<file path="src/sv/oadc_pkg.sv">
// Obstacle-avoid drive controller: shared constants, register map and types.
// No dependencies; imported by oadc_apb_regs, the top level and the bench.
`default_nettype none

package oadc_pkg;

    localparam int COUNTER_BITS = 16;

    localparam int ADDR_BITS = 5;
    localparam int DATA_BITS = 32;

    // register indexes (paddr[4:2])
    localparam logic [2:0] REG_OBSTACLE = 3'd0;
    localparam logic [2:0] REG_CORNER   = 3'd1;
    localparam logic [2:0] REG_STUCK    = 3'd2;
    localparam logic [2:0] REG_ESCAPE   = 3'd3;
    localparam logic [2:0] REG_TURN     = 3'd4;
    localparam logic [2:0] REG_CRUISE   = 3'd5;

    localparam logic [15:0] RST_OBSTACLE = 16'd10;
    localparam logic [15:0] RST_CORNER   = 16'd12;
    localparam logic [15:0] RST_STUCK    = 16'd2000;
    localparam logic [15:0] RST_ESCAPE   = 16'd3000;
    localparam logic [9:0]  RST_TURN     = 10'd600;
    localparam logic [9:0]  RST_CRUISE   = 10'd400;

    localparam logic [2:0] ACT_FWD   = 3'd0;
    localparam logic [2:0] ACT_BACK  = 3'd1;
    localparam logic [2:0] ACT_LEFT  = 3'd2;
    localparam logic [2:0] ACT_RIGHT = 3'd3;
    localparam logic [2:0] ACT_NONE  = 3'd4;

    localparam logic [2:0] DIR_F = 3'd0;
    localparam logic [2:0] DIR_B = 3'd1;
    localparam logic [2:0] DIR_L = 3'd2;
    localparam logic [2:0] DIR_R = 3'd3;
    localparam logic [2:0] DIR_S = 3'd4;

    typedef struct packed {
        logic [15:0] obstacle_limit_cm;
        logic [15:0] corner_limit_cm;
        logic [15:0] stuck_time_ms;
        logic [15:0] escape_time_ms;
        logic [9:0]  turn_speed;
        logic [9:0]  cruise_speed;
    } t_cfg;

    typedef logic [COUNTER_BITS-1:0] t_cnt;

    // speed * 100 / 1023, truncated; x/1024 undershoots by at most one
    function automatic logic [6:0] speed_to_percent(input logic [9:0] spd);
        logic [16:0] x;
        logic [6:0]  q0;
        logic [10:0] rem;
        x   = {1'b0, spd, 6'b0} + {2'b0, spd, 5'b0} + {5'b0, spd, 2'b0};
        q0  = x[16:10];
        rem = {1'b0, x[9:0]} + {4'b0, q0};
        return (rem >= 11'd1023) ? q0 + 7'd1 : q0;
    endfunction

endpackage

`default_nettype wire

</file>
<file path="src/sv/oadc_apb_regs.sv">
// Obstacle-avoid drive controller: APB configuration register file.
// Depends on oadc_pkg for the register map, reset values and t_cfg.
`default_nettype none

module oadc_apb_regs
    import oadc_pkg::*;
(
    input  wire logic                 i_clk,
    input  wire logic                 i_rst_n,
    input  wire logic                 psel,
    input  wire logic                 penable,
    input  wire logic                 pwrite,
    input  wire logic [ADDR_BITS-1:0] paddr,
    input  wire logic [DATA_BITS-1:0] pwdata,
    output logic      [DATA_BITS-1:0] prdata,
    output logic                      pready,
    output t_cfg                      o_cfg
);

    t_cfg       r_cfg;
    logic       wr_en;
    logic [2:0] reg_idx;

    assign pready  = 1'b1;
    assign wr_en   = psel && penable && pwrite;
    assign reg_idx = paddr[4:2];

    always_ff @(posedge i_clk) begin
        if (!i_rst_n) begin
            r_cfg.obstacle_limit_cm <= RST_OBSTACLE;
            r_cfg.corner_limit_cm   <= RST_CORNER;
            r_cfg.stuck_time_ms     <= RST_STUCK;
            r_cfg.escape_time_ms    <= RST_ESCAPE;
            r_cfg.turn_speed        <= RST_TURN;
            r_cfg.cruise_speed      <= RST_CRUISE;
        end else if (wr_en) begin
            unique case (reg_idx)
                REG_OBSTACLE: r_cfg.obstacle_limit_cm <= pwdata[15:0];
                REG_CORNER:   r_cfg.corner_limit_cm   <= pwdata[15:0];
                REG_STUCK:    r_cfg.stuck_time_ms     <= pwdata[15:0];
                REG_ESCAPE:   r_cfg.escape_time_ms    <= pwdata[15:0];
                REG_TURN:     r_cfg.turn_speed        <= pwdata[9:0];
                REG_CRUISE:   r_cfg.cruise_speed      <= pwdata[9:0];
                default: ;
            endcase
        end
    end

    always_comb begin
        unique case (reg_idx)
            REG_OBSTACLE: prdata = {16'd0, r_cfg.obstacle_limit_cm};
            REG_CORNER:   prdata = {16'd0, r_cfg.corner_limit_cm};
            REG_STUCK:    prdata = {16'd0, r_cfg.stuck_time_ms};
            REG_ESCAPE:   prdata = {16'd0, r_cfg.escape_time_ms};
            REG_TURN:     prdata = {22'd0, r_cfg.turn_speed};
            REG_CRUISE:   prdata = {22'd0, r_cfg.cruise_speed};
            default:      prdata = '0;
        endcase
    end

    assign o_cfg = r_cfg;

endmodule

`default_nettype wire

</file>
<file path="src/sv/obstacle_avoid_drive_controller_unit.sv">
// Obstacle-avoid drive controller, top level: input register, decision logic,
// stuck timer, direction counters and result register. Uses oadc_pkg, oadc_apb_regs.
//
//  channel  | handshake          | contents
//  ---------+--------------------+---------------------------------------------
//  input    | i_valid / o_stall  | cmd, left/front/right cm, now_ms
//  result   | o_valid / i_stall  | action, letter, speed, percent, 4 counters
//  config   | APB psel/penable   | six limit and speed registers
//
// One word per cycle while no stalled result holds the flow.
// The decision, timer and counter update sit between the input register and
// the result register; state is updated as a word moves into the result register.
// Synchronous active-low reset clears valids, stuck state, letter and counters.
// A stalled result holds; the input register keeps accepting until it too is full.
`default_nettype none

module obstacle_avoid_drive_controller_unit
    import oadc_pkg::*;
(
    input  wire logic                 i_clk,
    input  wire logic                 i_rst_n,
    input  wire logic                 i_valid,
    output logic                      o_stall,
    input  wire logic                 i_cmd,
    input  wire logic [15:0]          i_left_cm,
    input  wire logic [15:0]          i_front_cm,
    input  wire logic [15:0]          i_right_cm,
    input  wire logic [31:0]          i_now_ms,
    output logic                      o_valid,
    input  wire logic                 i_stall,
    output logic      [2:0]           o_motor_action,
    output logic      [2:0]           o_reported_dir,
    output logic      [9:0]           o_drive_speed,
    output logic      [6:0]           o_speed_percent,
    output logic      [15:0]          o_forward_count,
    output logic      [15:0]          o_backward_count,
    output logic      [15:0]          o_left_count,
    output logic      [15:0]          o_right_count,
    input  wire logic                 psel,
    input  wire logic                 penable,
    input  wire logic                 pwrite,
    input  wire logic [ADDR_BITS-1:0] paddr,
    input  wire logic [DATA_BITS-1:0] pwdata,
    output logic      [DATA_BITS-1:0] prdata,
    output logic                      pready
);

    t_cfg cfg;

    oadc_apb_regs u_regs (
        .i_clk   (i_clk),
        .i_rst_n (i_rst_n),
        .psel    (psel),
        .penable (penable),
        .pwrite  (pwrite),
        .paddr   (paddr),
        .pwdata  (pwdata),
        .prdata  (prdata),
        .pready  (pready),
        .o_cfg   (cfg)
    );

    // input register
    logic        r_in_valid;
    logic        r_in_cmd;
    logic [15:0] r_in_left;
    logic [15:0] r_in_front;
    logic [15:0] r_in_right;
    logic [31:0] r_in_now;

    // state
    logic        r_stuck;
    logic [31:0] r_since;
    logic [2:0]  r_prev_dir;
    t_cnt        r_cnt [4];

    // result register
    logic        r_out_valid;
    logic [2:0]  r_out_act;
    logic [2:0]  r_out_dir;
    logic [9:0]  r_out_spd;
    logic [6:0]  r_out_pct;

    logic        in_accept;
    logic        advance;

    logic        n_stuck;
    logic [31:0] n_since;
    logic [2:0]  n_prev_dir;
    t_cnt        n_cnt [4];
    logic [2:0]  n_act;
    logic [2:0]  n_dir;
    logic [9:0]  n_spd;

    logic        om, ol, orr, any_obs, stuck_now, corner;
    logic [31:0] since_now;
    logic [31:0] elapsed;

    assign o_stall   = r_in_valid && r_out_valid && i_stall;
    assign advance   = r_in_valid && !(r_out_valid && i_stall);
    assign in_accept = i_valid && !o_stall;

    always_comb begin
        om        = r_in_front <= cfg.obstacle_limit_cm;
        ol        = r_in_left  <= cfg.obstacle_limit_cm;
        orr       = r_in_right <= cfg.obstacle_limit_cm;
        any_obs   = om || ol || orr;
        corner    = (r_in_left <= cfg.corner_limit_cm) && (r_in_right <= cfg.corner_limit_cm);
        stuck_now = any_obs;
        since_now = (any_obs && !r_stuck) ? r_in_now : r_since;
        elapsed   = r_in_now - since_now;

        n_stuck    = r_stuck;
        n_since    = r_since;
        n_prev_dir = r_prev_dir;
        for (int k = 0; k < 4; k++) n_cnt[k] = r_cnt[k];
        n_act = ACT_NONE;
        n_dir = DIR_S;
        n_spd = '0;

        if (r_in_cmd) begin
            for (int k = 0; k < 4; k++) n_cnt[k] = '0;
            n_prev_dir = DIR_S;
        end else begin
            n_stuck = stuck_now;
            n_since = since_now;
            n_spd   = cfg.turn_speed;
            if (stuck_now && (elapsed >= {16'd0, cfg.stuck_time_ms})) begin
                n_act = ACT_BACK;
                n_dir = DIR_B;
                if (elapsed >= {16'd0, cfg.escape_time_ms}) n_stuck = 1'b0;
            end else if (corner) begin
                n_act = ACT_BACK;
                n_dir = DIR_B;
            end else if (om && ol) begin
                n_act = ACT_RIGHT;
                n_dir = DIR_L;
            end else if (om && orr) begin
                n_act = ACT_LEFT;
                n_dir = DIR_R;
            end else if (om) begin
                if (r_in_left > r_in_right) begin
                    n_act = ACT_LEFT;
                    n_dir = DIR_R;
                end else begin
                    n_act = ACT_RIGHT;
                    n_dir = DIR_L;
                end
            end else if (ol) begin
                n_act = ACT_RIGHT;
                n_dir = DIR_L;
            end else if (orr) begin
                n_act = ACT_LEFT;
                n_dir = DIR_R;
            end else begin
                n_act = ACT_FWD;
                n_dir = DIR_F;
                n_spd = cfg.cruise_speed;
            end
            // count only on a change of letter
            if (n_dir != r_prev_dir) begin
                n_cnt[n_dir[1:0]] = r_cnt[n_dir[1:0]] + t_cnt'(1);
                n_prev_dir        = n_dir;
            end
        end
    end

    always_ff @(posedge i_clk) begin
        if (!i_rst_n) begin
            r_in_valid <= 1'b0;
        end else if (in_accept) begin
            r_in_valid <= 1'b1;
        end else if (advance) begin
            r_in_valid <= 1'b0;
        end
    end

    always_ff @(posedge i_clk) begin
        if (in_accept) begin
            r_in_cmd   <= i_cmd;
            r_in_left  <= i_left_cm;
            r_in_front <= i_front_cm;
            r_in_right <= i_right_cm;
            r_in_now   <= i_now_ms;
        end
    end

    always_ff @(posedge i_clk) begin
        if (!i_rst_n) begin
            r_out_valid <= 1'b0;
            r_stuck     <= 1'b0;
            r_since     <= '0;
            r_prev_dir  <= DIR_S;
            for (int k = 0; k < 4; k++) r_cnt[k] <= '0;
        end else if (advance) begin
            r_out_valid <= 1'b1;
            r_stuck     <= n_stuck;
            r_since     <= n_since;
            r_prev_dir  <= n_prev_dir;
            for (int k = 0; k < 4; k++) r_cnt[k] <= n_cnt[k];
        end else if (!i_stall) begin
            r_out_valid <= 1'b0;
        end
    end

    always_ff @(posedge i_clk) begin
        if (advance) begin
            r_out_act <= n_act;
            r_out_dir <= n_dir;
            r_out_spd <= n_spd;
            r_out_pct <= speed_to_percent(n_spd);
        end
    end

    logic [31:0] cnt_ext [4];
    always_comb begin
        for (int k = 0; k < 4; k++) cnt_ext[k] = 32'(r_cnt[k]);
    end

    assign o_valid          = r_out_valid;
    assign o_motor_action   = r_out_act;
    assign o_reported_dir   = r_out_dir;
    assign o_drive_speed    = r_out_spd;
    assign o_speed_percent  = r_out_pct;
    assign o_forward_count  = cnt_ext[0][15:0];
    assign o_backward_count = cnt_ext[1][15:0];
    assign o_left_count     = cnt_ext[2][15:0];
    assign o_right_count    = cnt_ext[3][15:0];

    // stall only when both stages hold a word
    a_stall_full: assert property (@(posedge i_clk) disable iff (!i_rst_n)
        o_stall |-> (r_in_valid && r_out_valid))
        else $error("input stalled with a free stage");

    // a clear word shows zero speed and zeroed counters
    a_clear_out: assert property (@(posedge i_clk) disable iff (!i_rst_n)
        (r_out_valid && r_out_act == ACT_NONE) |->
            (r_out_dir == DIR_S && r_out_spd == '0 && r_cnt[0] == '0 && r_cnt[1] == '0
             && r_cnt[2] == '0 && r_cnt[3] == '0))
        else $error("clear word with non-zero payload");

    // swapped letters: right turn reports L (left turn reports R, which this check does not cover)
    a_letters: assert property (@(posedge i_clk) disable iff (!i_rst_n)
        (r_out_valid && r_out_act == ACT_RIGHT) |-> r_out_dir == DIR_L)
        else $error("right turn not reported as L");

    // a drive word always leaves a real letter behind
    a_prev_dir: assert property (@(posedge i_clk) disable iff (!i_rst_n)
        (advance && !r_in_cmd) |=> (r_prev_dir != DIR_S))
        else $error("letter still S after a drive word");

    // stuck state only moves with a word
    a_stuck_hold: assert property (@(posedge i_clk) disable iff (!i_rst_n)
        !advance |=> $stable(r_stuck))
        else $error("stuck flag changed without a word");

    a_percent: assert property (@(posedge i_clk) disable iff (!i_rst_n)
        r_out_valid |-> (r_out_pct <= 7'd100))
        else $error("percent above 100");

endmodule

`default_nettype wire

</file>
<file path="config.mk">
export PLATFORM = sky130hd
export DESIGN_NAME = obstacle_avoid_drive_controller_unit
export DESIGN_NICKNAME = d
export VERILOG_FILES = /design/src/sv/oadc_pkg.sv /design/src/sv/oadc_apb_regs.sv /design/src/sv/obstacle_avoid_drive_controller_unit.sv
export SDC_FILE = /design/constraint.sdc
export NUM_CORES = 1
export LEC_CHECK = 0
export ABC_AREA = 0
export CAP_MARGIN = 20
export CORE_UTILIZATION = 30
export CTS_CLUSTER_DIAMETER = 60
export CTS_CLUSTER_SIZE = 14
export DETAILED_ROUTE_END_ITERATION = 10
export DONT_BUFFER_PORTS = 1
export HOLD_SLACK_MARGIN = 0.05
export PLACE_DENSITY_LB_ADDON = 0.05
export REMOVE_ABC_BUFFERS = 1
export SYNTH_ARGS = -nofsm -noshare
export SYNTH_HDL_FRONTEND = slang
export SYNTH_SLANG_ARGS = --single-unit
</file>
<file path="constraint.sdc">
create_clock -name i_clk -period 10.6 [get_ports i_clk]
set_input_delay 2.12 -clock i_clk [delete_from_list [all_inputs] [get_ports i_clk]]
set_output_delay 2.12 -clock i_clk [all_outputs]
set_load 0.01 [all_outputs]
</file>
==> run_results.csv <==
group,metric,value,unit
critical_path,critPathTopFamily,"compound AO/OA/AOI/OAI gates",
die,ios,247,
grt,antenna_found_initial,0,
synth,ys_async_sr_fraction,0,%
clocking,htreeDepth,2,
cells_and_area,multi_input_area,10900,um^2
power,powerDensity,159,nW/um^2
synth,yosysWarnings,0,
power,max-vdd-ir-drop,0.000102,V
clocking,root_buffer,"clkbuf_16",
timing,grt_setup_unrepaired,"no",
die,dieHeight,255,um
synth,synth_edf_count,167,
critical_path,end_kind,"flip-flop",
drt,dr_total_vias,15400,
critical_path,critPathMaxFanout,16,
critical_path,critical_path_buf_inv_count,2,
cells_and_area,seqCellArea,7460,um^2
critical_path,cpMaxStageDelayCell,"or4_1",
timing,max_slew_margin,31.0,%
timing,worst_pin_slew,1.02,ns
grt,grt_pass1_vias,15100,
die,dieArea,64900,um^2
clocking,cts_buffer_depth,3,
grt,grt_overflow_total,0,
critical_path,max_stage_delay,0.70,ns
synth,synth_flop_cell,"edfxtp_1",
clocking,clk_pin_slew,0.07,ns
grt,grt_pass1_wl,95500,um
die,die_w,255,um
die,rows,92,
critical_path,arrival,10.07,ns
drt,firstDrtPassIters,5,
drt,drc,0,
min_path,hold_path.class,"reg -> reg",
grt,grtUsageTotal,19.4,%
drt,viasPerCell,5.21,
place,post-place-ws,0.995,ns
cells_and_area,area_growth,13.2,%
cells_and_area,nets,2385,
grt,grt_start_max_net_pins,126,
synth,syn_area_per_cell,9.22,um^2
timing,skew,0.0259,ns
die,core,63100,um^2
synth,ys_top_cells_by_area,"edfxtp_1 (26%), dfxtp_1 (13%), ha_1 (12%)",
place,place_area,20200,um^2
place,place_congestion,0.841,
clocking,cts_tree,"yes",
critical_path,cpMostUsedCell,"o21ai_0",
drt,antenna_left,0,
critical_path,cp-start-kind,"flip-flop",
cells_and_area,fin_area,21700,um^2
clocking,cts_hold_buf,0,
synth,yosys.area.top_type_share,26.2,%
drt,avgRoutedWirePerCell,21.5,um
power,leakage,8.78,nW
status,status,"completed",
critical_path,worstPathRequired,11.01,ns
clocking,clock_latency,0.59,ns
run,cap_violations,0,
clocking,numCtsBuffers,42,
clocking,cts_setup_buffers,0,
timing,fin_crit_sh,91.1,%
drt,drtIter0Drc,914,
timing,max_freq,104,MHz
place,hpwl,47000,um
clocking,cts.sinks,289,
cells_and_area,drive_gt1_share,8.25,%
cells_and_area,fill_cells,6573,
drt,totalWireLength,63600,um
timing,hold_violations,0,
place,port_buffers,0,
timing,drv_slew,0,
critical_path,timing_worst_setup_path_type,"reg -> reg",
clocking,cts.repair.resized,0,
timing,setup_viol,0,
timing,final.min_clock_period,9.66,ns
synth,yosysTopAreaCell,"edfxtp_1",
die,start_util,30.4,%
synth,synth_cells,2079,
synth,ys_ff_latch,289,
synth,syn_area,19200,um^2
synth,ys_seq_area_share,38.9,%
timing,fin_ws,0.940,ns
synth,synth_cell_type_count,86,
==> state kept, by name, indices dropped and copies added, names as in the netlist, 10 cells and up <==
signal	flops
o_drive_speed	10
r_cnt	64
r_in_front	16
r_in_left	16
r_in_now	32
r_in_right	16
r_since	32
u_regs.o_cfg	84
==> worst paths after layout <==
path | start | to | slack, ns | cells past startpoint
max | u_regs.o_cfg[75] | r_cnt[1][13] | 0.94 | 34
min | r_since[31] | r_since[31] | 0.48 | 2
max reg2reg | u_regs.o_cfg[75] | r_cnt[1][13] | 0.94 | 34
min reg2reg | r_since[31] | r_since[31] | 0.48 | 2
==> layout make-up <==
| class | instances | area share, % |
|---|---|---|
| Clock inverter | 36 | 1.80 |
| Multi-Input combinational cell | 1562 | 50.1 |
| Sequential cell | 289 | 34.4 |
| Timing Repair Buffer | 44 | 1.67 |
| Clock buffer | 42 | 4.85 |
| Antenna cell | 1 | 0.0115 |
| Tap cell | 846 | 4.88 |
| Inverter | 136 | 2.35 |
==> cells in the final DEF (no fill, tap or decap), types with 23 or more instances in the layout <==
master,n
nor2b_1,25
o21ai_0,62
clkbuf_16,42
o211a_1,26
or3_1,23
a21oi_1,118
edfxtp_1,167
o211ai_1,30
nand2_1,312
a21boi_0,62
buf_4,42
mux2i_1,67
xnor2_1,33
a21o_1,57
nand4_1,45
dfxtp_1,122
ha_1,181
inv_1,136
nor2_1,106
nand3_1,68
==> synthesized netlist by cell type (19+ instances only) <==
cell and count:
nor2b_1 27, o21bai_1 22, or3_1 23, nand2_1 314
a21boi_0 62, buf_4 19, mux2i_1 67, nor3_1 23
inv_1 136, o211ai_1 30, a21o_1 57, edfxtp_1 167
nand3_1 68, nor2_1 107, xnor2_1 33, a21oi_1 120
a31oi_1 21, nand4_1 45, o211a_1 26, clkbuf_1 73
ha_1 181, o21ai_0 62, dfxtp_1 122
==> kinds of logic (layout without fill, tap and decap cells) <==
family                   count (synthesis)  count (layout)  synth area share (%)
AO/OA/AOI/OAI                          541             541                  19.6
XOR/XNOR                                50              50                  2.29
adder cells (fa/ha/maj)                187             187                  12.3
buffers and inverters                  243             258                  5.16
flip-flops                             289             289                  38.9
multiplexers                            82              82                  4.97
other                                    2              18                0.0392
AND/OR/NAND/NOR                        685             685                  16.6
==> worst reg2reg max path: cells and delay by family (launching register included) <==
family,cells,cell delay [ns]
AO/OA/AOI/OAI,19,4.28
AND/OR/NAND/NOR,7,2.67
adder cells (fa/ha/maj),5,1.73
flip-flops,1,0.40
buffers and inverters,2,0.26
XOR/XNOR,1,0.16
==> power breakdown <==
part | switching, mW | total, mW | internal [mW]
clock network | 0.603 | 1.47 | 0.868
registers | 0.0554 | 1.30 | 1.24
logic | 0.417 | 0.680 | 0.263
==> per-layer routing <==
| layer | vias up | routed length, um | part of all wire [%] | GRT usage (%) |
|---|---|---|---|---|
| met3 | 53 | 3160 | 5.0 | 3.59 |
| li1 | 7585 | - | - | - |
| met2 | 295 | 28700 | 45 | 31.0 |
| met1 | 7458 | 30800 | 48 | 27.4 |
| met4 | 0 | 890 | 1.4 | 3.68 |
| met5 | - | 0 | 0 | 0 |
==> through the flow <==
| step | power (mW) | cells | TNS, ns | utilization (%) | hold WS, ns |
|---|---|---|---|---|---|
| after floorplan | 1.78 | 1987 | -32.79 | - | 0.444 |
| after global placement | 2.00 | 2876 | 0 | 32.1 | 0.455 |
| after detailed placement | 2.01 | 2876 | 0 | 32.1 | 0.473 |
| after CTS | 3.51 | 2954 | 0 | 34.3 | 0.480 |
| after global routing | 3.63 | 2955 | 0 | 34.4 | 0.501 |
| final | 3.45 | 2956 | 0 | 34.4 | 0.481 |
(Power assumes the default switching activity.)
